<file path="src/hw/rtl/trial_division_prime_test_defines.svh">
// Assertion macros for the trial division prime test block
`ifndef TRIAL_DIVISION_PRIME_TEST_DEFINES_SVH
`define TRIAL_DIVISION_PRIME_TEST_DEFINES_SVH
`ifndef NO_ASSERTIONS
`define TDPT_ASSERT_IMPLIES(label, clk, rst, cond, prop) \
  label: assert property (@(posedge clk) disable iff (rst) (cond) |-> (prop)) \
    else $error("tdpt: same-cycle check failed");
`define TDPT_ASSERT_NEXT(label, clk, rst, cond, prop) \
  label: assert property (@(posedge clk) disable iff (rst) (cond) |=> (prop)) \
    else $error("tdpt: next-cycle check failed");
`else
`define TDPT_ASSERT_IMPLIES(label, clk, rst, cond, prop)
`define TDPT_ASSERT_NEXT(label, clk, rst, cond, prop)
`endif
`endif

</file>
<file path="src/hw/rtl/tdpt_pkg.sv">
// Shared constants and types for the trial division prime test block
`timescale 1ns / 1ps
package tdpt_pkg;
  localparam int IN_W       = 16;
  localparam int WIDTH      = 16;
  localparam int DIV_W      = WIDTH / 2 + 2;
  localparam int SQ_W       = WIDTH + 2;
  localparam int OUT_W      = 8;
  localparam int FIFO_DEPTH = 4;
  localparam int FIFO_AW    = $clog2(FIFO_DEPTH);
  localparam int CNT_W      = $clog2(WIDTH + 1);

  localparam logic [WIDTH-1:0] VALUE_TWO   = WIDTH'(2);
  localparam logic [DIV_W-1:0] FIRST_DIV   = DIV_W'(3);
  localparam logic [SQ_W-1:0]  FIRST_SQ    = SQ_W'(9);
  localparam logic [DIV_W-1:0] DIV_STEP    = DIV_W'(2);
  localparam logic [SQ_W-1:0]  SQ_STEP_ADD = SQ_W'(4);

  typedef struct packed {
    logic [WIDTH-1:0] value;
    logic             trivial;
    logic             trivial_prime;
  } queue_entry_t;

  typedef struct packed {
    logic busy;
    logic done;
    logic rem_zero;
  } div_status_t;
endpackage

</file>
<file path="src/hw/rtl/tdpt_div.sv">
// Bit-serial restoring remainder unit
`timescale 1ns / 1ps
module tdpt_div (
  input  logic                       clk,
  input  logic                       rst,
  input  logic                       start,
  input  logic [tdpt_pkg::WIDTH-1:0] dividend,
  input  logic [tdpt_pkg::DIV_W-1:0] divisor,
  output tdpt_pkg::div_status_t      status
);
  import tdpt_pkg::*;

  logic [WIDTH-1:0] shreg;
  logic [DIV_W-1:0] dvsr;
  logic [DIV_W-1:0] rem;
  logic [DIV_W:0]   shifted;
  logic [DIV_W:0]   diff;
  logic [CNT_W-1:0] cnt;
  logic             busy;
  logic             done;

  assign shifted = {rem, shreg[WIDTH-1]};
  assign diff    = shifted - {1'b0, dvsr};

  assign status.busy     = busy;
  assign status.done     = done;
  assign status.rem_zero = (rem == '0);

  always_ff @(posedge clk) begin
    if (start) begin
      shreg <= dividend;
      dvsr  <= divisor;
      rem   <= '0;
    end else if (busy) begin
      shreg <= {shreg[WIDTH-2:0], 1'b0};
      if (!diff[DIV_W]) begin
        rem <= diff[DIV_W-1:0];
      end else begin
        rem <= shifted[DIV_W-1:0];
      end
    end
  end

  always_ff @(posedge clk) begin
    if (rst) begin
      busy <= 1'b0;
      done <= 1'b0;
      cnt  <= '0;
    end else begin
      done <= 1'b0;
      if (start) begin
        busy <= 1'b1;
        cnt  <= CNT_W'(WIDTH);
      end else if (busy) begin
        cnt <= cnt - 1'b1;
        if (cnt == CNT_W'(1)) begin
          busy <= 1'b0;
          done <= 1'b1;
        end
      end
    end
  end
endmodule

</file>
<file path="src/hw/rtl/tdpt_back.sv">
// Division engine: step odd divisors, hold the result beat
`timescale 1ns / 1ps
`include "trial_division_prime_test_defines.svh"
module tdpt_back (
  input  logic                   clk,
  input  logic                   rst,
  input  tdpt_pkg::queue_entry_t entry,
  input  logic                   empty,
  output logic                   pop,
  output logic                   m_tvalid,
  input  logic                   m_tready,
  output logic [tdpt_pkg::OUT_W-1:0] m_tdata  // [0] is_prime, [1] is_even
);
  import tdpt_pkg::*;

  typedef enum logic [3:0] {
    S_IDLE  = 4'b0001,
    S_CHECK = 4'b0010,
    S_DIV   = 4'b0100,
    S_OUT   = 4'b1000
  } state_t;

  state_t           state;
  state_t           state_next;
  logic [WIDTH-1:0] v;
  logic [DIV_W-1:0] d;
  logic [SQ_W-1:0]  sq;
  logic             res_prime;
  logic             res_even;
  logic             div_start;
  logic             out_free;
  div_status_t      div_status;

  tdpt_div u_div (
    .clk      (clk),
    .rst      (rst),
    .start    (div_start),
    .dividend (v),
    .divisor  (d),
    .status   (div_status)
  );

  assign out_free  = !m_tvalid || m_tready;
  assign pop       = (state == S_IDLE) && !empty;
  assign div_start = (state == S_CHECK) && !(sq > {2'b00, v});

  always_comb begin
    state_next = state;
    unique case (state)
      S_IDLE: begin
        if (!empty) begin
          state_next = entry.trivial ? S_OUT : S_CHECK;
        end
      end
      S_CHECK: begin
        state_next = div_start ? S_DIV : S_OUT;
      end
      S_DIV: begin
        if (div_status.done) begin
          state_next = div_status.rem_zero ? S_OUT : S_CHECK;
        end
      end
      S_OUT: begin
        if (out_free) begin
          state_next = S_IDLE;
        end
      end
      default: state_next = S_IDLE;
    endcase
  end

  always_ff @(posedge clk) begin
    if (rst) begin
      state <= S_IDLE;
    end else begin
      state <= state_next;
    end
  end

  always_ff @(posedge clk) begin
    if (pop) begin
      v         <= entry.value;
      d         <= FIRST_DIV;
      sq        <= FIRST_SQ;
      res_prime <= entry.trivial_prime;
      res_even  <= !entry.value[0];
    end else if (state == S_CHECK && !div_start) begin
      res_prime <= 1'b1;
    end else if (state == S_DIV && div_status.done) begin
      if (div_status.rem_zero) begin
        res_prime <= 1'b0;
      end else begin
        d  <= d + DIV_STEP;
        sq <= sq + SQ_W'({d, 2'b00}) + SQ_STEP_ADD;
      end
    end
  end

  always_ff @(posedge clk) begin
    if (rst) begin
      m_tvalid <= 1'b0;
    end else if (state == S_OUT && out_free) begin
      m_tvalid <= 1'b1;
    end else if (m_tready) begin
      m_tvalid <= 1'b0;
    end
  end

  always_ff @(posedge clk) begin
    if (state == S_OUT && out_free) begin
      m_tdata <= {{(OUT_W - 2){1'b0}}, res_even, res_prime};
    end
  end

  `TDPT_ASSERT_IMPLIES(a_done_in_div, clk, rst, div_status.done, state == S_DIV)
  `TDPT_ASSERT_IMPLIES(a_odd_divisor, clk, rst, state == S_CHECK, d[0] && !div_status.busy)
  `TDPT_ASSERT_IMPLIES(a_square_track, clk, rst, state == S_CHECK, sq == SQ_W'(d * d))
  `TDPT_ASSERT_NEXT(a_start_busy, clk, rst, div_start, div_status.busy && state == S_DIV)
endmodule

</file>
<file path="config.mk">
export PLATFORM = sky130hd
export DESIGN_NAME = tdpt_back
export DESIGN_NICKNAME = d
export VERILOG_FILES = /design/src/hw/rtl/tdpt_pkg.sv /design/src/hw/rtl/tdpt_div.sv /design/src/hw/rtl/tdpt_back.sv
export VERILOG_INCLUDE_DIRS = /design/src /design/src/hw/rtl
export SDC_FILE = /design/constraint.sdc
export NUM_CORES = 1
export LEC_CHECK = 0
export BUFFER_PORTS_ARGS = -buffer_cell sky130_fd_sc_hd__buf_4
export CAP_MARGIN = 5
export CORE_AREA = 2 2 139 73
export DETAILED_ROUTE_END_ITERATION = 10
export DIE_AREA = 0 0 141 75
export PLACE_DENSITY = 0.76
export SETUP_SLACK_MARGIN = 0.2
export SLEW_MARGIN = 15
export SYNTH_ARGS = -nofsm -noshare
export SYNTH_HDL_FRONTEND = slang
export SYNTH_SLANG_ARGS = --single-unit
</file>
<file path="constraint.sdc">
create_clock -name clk -period 2.88 [get_ports clk]
set_clock_uncertainty 0.05 [all_clocks]
set_input_delay 0.288 -clock clk [delete_from_list [all_inputs] [get_ports clk]]
set_output_delay 0.288 -clock clk [all_outputs]
set_load 0.01 [all_outputs]
</file>
# [After elaboration in Yosys (flattened, before gate mapping)]
# Cells that the tools add are included.
[word_totals] input_bits=22 word_cells=75 n_memories=0 latch_bits=0 out_inout_bits=10 ram_bits=0 rom_bits=0 register_bits=96
[op_classes] n_bitwise=3 add_sub_neg=5 order_cmp=1 n_mul=0 mux=22 n_div=0 n_eq_ne=8 n_reduce_logical=21 shifts=0
[ops] op="$mux W16" count=2
[ops] op="$mux W4" count=6
[ops] op="$add A18 B12 Y18" count=1
[ops] op="$add A18 B3 Y18 const B" count=1
[ops] op="$gt A18 B16 Y1" count=1
[ops] op="$pmux W4 S4" count=1
[ops] op="$sub A11 B10 Y11" count=1
[ops] op="$add A10 B2 Y10 const B" count=1
[ops] op="$logic_not A10 Y1" count=1
[ops] op="$mux W1" count=10
[ops] op="$mux W10" count=1
[ops] op="$mux W5" count=2
[ops] op="$reduce_and A3 Y1" count=2
[ops] op="$reduce_bool A3 Y1" count=2
[ops] op="$eq A5 B1 Y1 const B" count=1
[ops] op="$logic_and A1 B1 Y1" count=5
[ops] op="$logic_not A1 Y1" count=5
[ops] op="$sub A5 B1 Y5 const B" count=1
[ops] op="$eq A4 B1 Y1 const B" count=1
[ops] op="$eq A4 B2 Y1 const B" count=1
[ops] op="$eq A4 B3 Y1 const B" count=1
[ops] op="$eq A4 B4 Y1 const B" count=1
[ops] op="$ne A2 B2 Y1 const B" count=2
[ops] op="$reduce_bool A2 Y1" count=2
[ops] op="6 further kinds" count=8

# [Depth between registers and ports, before layout]
[depth] word_depth=7 mapped_depth=11 ltp_nobuf=11

# [Cells and area by module]
# Synthesis repeated with hierarchy kept, for this count alone.
[unflattened] cells_unflattened=513 hier_area_um2=5296.3
[modules_own_cells] module="tdpt_back" n_inst=1 area_per_inst_um2=2857.7 cells_per_inst=290 seq_area_each_um2=1181.1
[modules_own_cells] module="tdpt_div" n_inst=1 area_per_inst_um2=2438.6 cells_per_inst=223 seq_area_each_um2=1121.1

# [Least setup slack after synthesis]
# No wires, ideal clock.
[synth_path] path_kind="register to register" startpoint="register sq[14]" endpoint="register u_div.shreg[0], enable pin" setup_ps=375 t_required_ps=2455 path_buffers=1 path_stages_with_launch=9 setup_slack_ps=91 arrival_ps=2364 synth_period_minus_slack_ps=2789 path_cell_list="dfxtp_1 > ha_1 > a21o_1 > a2111oi_0 > and3_1 > a21oi_1 > nand2b_1 > clkbuf_1 > nand2b_1"
[synth_via] elab_chain_len=4
[synth_lines] element="start, declared" line_no="tdpt_back.sv:27" text="logic [SQ_W-1:0] sq;"
[synth_lines] element="start signal, assigned" line_no="tdpt_back.sv:94" text="sq <= sq + SQ_W'({d, 2'b00}) + SQ_STEP_ADD;"
[synth_lines] element="$gt A18 B16 Y1" line_no="tdpt_back.sv:45" text="assign div_start = (state == S_CHECK) && !(sq > {2'b00, v});"
[synth_lines] element="$logic_not A1 Y1" line_no="tdpt_back.sv:45"
[synth_lines] element="$logic_and A1 B1 Y1" line_no="tdpt_back.sv:45"
[synth_lines] element="$reduce_bool A2 Y1 (no source line)"
[synth_lines] element="end signal, assigned" line_no="tdpt_div.sv:31" text="shreg <= dividend;"
[synth_lines] element="end signal, assigned" line_no="tdpt_div.sv:35" text="shreg <= {shreg[WIDTH-2:0], 1'b0};"
[synth_lines] element="end, declared" line_no="tdpt_div.sv:13" text="logic [WIDTH-1:0] shreg;"
# Every way passes these cells.
# A chain may end at the register's enable or synchronous reset.

# [Worst setup path in the final report]
[layout_path] startpoint="register v[3]" endpoint="register u_div.shreg[1] (data pin)"
[layout_via] elab_chain_len=4
[layout_lines] element="start, declared" line_no="tdpt_back.sv:25" text="logic [WIDTH-1:0] v;"
[layout_lines] element="start signal, assigned" line_no="tdpt_back.sv:82" text="v <= entry.value;"
[layout_lines] element="$gt A18 B16 Y1" line_no="tdpt_back.sv:45"
[layout_lines] element="$logic_not A1 Y1" line_no="tdpt_back.sv:45"
[layout_lines] element="$logic_and A1 B1 Y1" line_no="tdpt_back.sv:45"
[layout_lines] element="$mux W16" line_no="tdpt_div.sv:30" text="if (start) begin"
# Every way passes these cells.

==> flow_metrics.py <==
metrics = {
    "outcome": {
        "status": "finished, final reports clean",
    },
    "clock_network": {
        "cts_tree": "yes",
        "cts_hold_buf": 0,
        "cts.sinks": 91,
        "ctsRootBufferMaster": "clkbuf_16",
        "cts_buffers": 9,
        "clk_latency_ns": 0.34,
        "clk_pin_slew_worst_paths_ns": 0.07,
        "cts.path.max_buffers": 2,
        "h-tree-depth": 3,
    },
    "yosys": {
        "synthDistinctLibCells": 63,
        "synth-main-ff-cell": "dfxtp_1",
        "synth_cells": 500,
        "synth-edff-count": 45,
        "synth_async_sr_flop_share": 0,
        "synth-adder-area-share": 0.114,
        "yosysTopAreaCell": "edfxtp_1",
        "synth_common_cells": "dfxtp_1 (46), edfxtp_1 (45), ha_1 (43), nor2_1 (42), nand2_1 (39)",
        "synth_area_per_cell_um2": 10.2,
        "synth_top_family_by_area": "simple AND/OR/NAND/NOR gates",
        "ys_seq_area_frac": 0.448,
        "netlist_area_mm2": 0.00508,
        "yosysMostFrequentCell": "dfxtp_1",
        "synth_simple_gate_area_frac": 0.165,
        "yosysWarnings": 0,
        "synth-compound-area-share": 0.126,
        "synth.area.top_cells": "edfxtp_1 (27%), dfxtp_1 (18%), ha_1 (11%), mux2_1 (3.3%), nor2_1 (3.1%)",
        "synthXorXnorAreaFrac": 0.0434,
        "synth_top_area_frac": 0.266,
        "ys_ff_latch": 91,
        "synth.area.mux_share": 0.0550,
    },
    "timing": {
        "layout_min_cycle_time_ns": 2.61,
        "fin_crit_sh": 0.906,
        "rsz0062_at_grt": "false",
        "hold_violations": 0,
        "fmax_ghz": 0.383,
        "relSlewSlack": 0.611,
        "finalSetupTns_ns": 0,
        "worstMarginPinSlew_ns": 0.579,
        "slew_viol_final": 0,
        "setup_viol": 0,
    },
    "grt": {
        "grt_pass1_wl_um": 17600,
        "grt_max_degree": 29,
        "antenna_found_initial": 0,
        "grt_use_total": 0.216,
        "grt_overflow": 0,
        "grt_pass1_vias": 3658,
    },
    "placement": {
        "gp_congestion": 0.863,
        "placed_area_mm2": 0.00549,
        "portBuffers": 25,
        "dpl.hpwl_um": 7450,
    },
    "worst_setup_path": {
        "rrSetupSlack_ns": 0.27,
        "cp_max_fo": 8,
        "critPathTopFamily": "simple AND/OR/NAND/NOR gates",
        "worst_setup_path_end_kind": "flop",
        "critPathBufInv": 2,
        "worst_ep_required_time_ns": 2.92,
        "path_class": "reg -> reg",
        "worstPathArrival_ns": 2.65,
        "crit_chain": "inv_1 -> ha_1 -> nor4bb_2 -> nand4_1 -> and3_1 -> a21oi_1 -> nand2b_4 -> buf_4 -> mux2_1",
        "worst_path_max_delay_cell": "edfxtp_1",
        "critPathMaxStageDelay_ns": 0.35,
        "worstSetupStartpointType": "flop",
    },
    "worst_hold_path": {
        "holdCritPathClass": "in -> reg",
    },
    "detailed_routing": {
        "drtIter0Drc": 295,
        "wl_per_cell_um": 15.8,
        "drc": 0,
        "finalWirelength_um": 10600,
        "dr.pass1.iters": 4,
        "route.vias.total": 3814,
        "antenna_left": 0,
        "post_drt_via_cell_ratio": 5.69,
    },
    "die": {
        "num_rows": 25,
        "initial_core_util": 0.546,
        "die_x_um": 141,
        "core_mm2": 0.00929,
        "io_pins": 32,
        "die-height_um": 75,
        "dieArea_mm2": 0.0106,
    },
    "finish": {
        "n_fill_cell": 713,
        "final_cell_area_mm2": 0.00588,
        "nets": 611,
        "syn2layout_area_growth_pct": 15.8,
        "layout-drive-gt1-share": 0.149,
        "fin_util": 0.632,
        "num_antenna_cells": 0,
    },
    "pwr": {
        "leakage_nw": 2.42,
        "total_power_mw": 3.27,
        "p_per_area_mw_per_mm2": 557,
        "peakVddDrop_mv": 0.348,
    },
    "job": {
        "maxCapViolCount": 0,
    },
}
routing by layer:
| layer | share of wire | track usage | up-vias |
|---|---|---|---|
| li1 | - | - | 1887 |
| met1 | 0.47 | 0.283 | 1820 |
| met2 | 0.47 | 0.362 | 95 |
| met3 | 0.052 | 0.0522 | 12 |
| met4 | 0.011 | 0.0711 | 0 |
| met5 | 0 | 0 | - |
placed cells by master (no fill, tap or decap), drive strengths merged, types with 4 or more instances in the layout:
cell type / n
nand2: 39
edfxtp: 45
clkbuf: 9
clkinv: 4
o21ai: 18
nand2b: 11
nor4b: 8
or3: 4
mux2: 15
a21o: 7
dfxtp: 46
conb: 6
xor2: 12
nand4: 6
a211oi: 12
a311oi: 4
xnor2: 11
a31oi: 4
a21oi: 26
nor3: 14
nand3: 13
nor2: 42
ha: 43
mux2i: 11
buf: 49
inv: 38
o21bai: 4
power by group:
part           internal (mW)  switching, mW
Sequential              1.42         0.0650
Clock                  0.679          0.517
Combinational          0.283          0.309
Total                   2.38          0.892
logic make-up (layout without fill, tap and decap cells):
logic type / count (synthesis) / after routing
AO/OA/AOI/OAI: 94 / 94
XOR/XNOR: 23 / 23
adder cells (fa/ha/maj): 45 / 45
buffers and inverters: 58 / 102
flip-flops: 91 / 91
multiplexers: 26 / 26
other: 1 / 6
AND/OR/NAND/NOR: 162 / 162
registers in the layout, summed over array words and instances, names as in the netlist, 2 cells and up:
signal / cells
d: 9
u_div.rem: 10
state: 4
u_div.cnt: 5
v: 16
m_tdata: 2
sq: 15
u_div.shreg: 16
u_div.dvsr: 9
layout make-up:
cell class	count	area, um2	area share
Clock buffer	9	225	0.0383
Multi-Input combinational cell	356	2630	0.448
Clock inverter	7	75.1	0.0128
Inverter	37	139	0.0236
Sequential cell	91	2270	0.387
Tap cell	121	151	0.0258
Timing Repair Buffer	49	380	0.0647
repair_timing:
item,in CTS,in global routing
gates resized for setup,4,5
endpoints found under the hold margin,0,0
buffers inserted,0,3
pin swaps,0,1
setup endpoints to repair,42,40
through the flow:
step	setup WS [ns]	hold slack [ns]	std cells
floorplan	0.221	0.315	505
global placement	0.115	0.352	651
detailed placement	0.0421	0.360	651
CTS	0.297	0.0514	667
global route	0.153	0.0455	670
finish	0.271	0.0644	670
path summary, 6_finish.rpt:
check | end | from | depth (start not counted)
worst max-delay path | u_div.shreg[1] | v[3] | 9
worst max register to register | u_div.shreg[1] | v[3] | 9
worst min register to register | m_tdata[0] | res_prime | 0
worst min-delay path | v[5] | entry[7] | 1
worst register-to-register path: stages (launching register included):
cell and delay [ns]:
edfxtp_1 0.35, inv_1 0.05, ha_1 0.28, nor4bb_2 0.35, nand4_1 0.17, and3_1 0.18
a21oi_1 0.19, nand2b_4 0.22, buf_4 0.17, mux2_1 0.34
No activity file was read; power rests on OpenSTA's default activity.
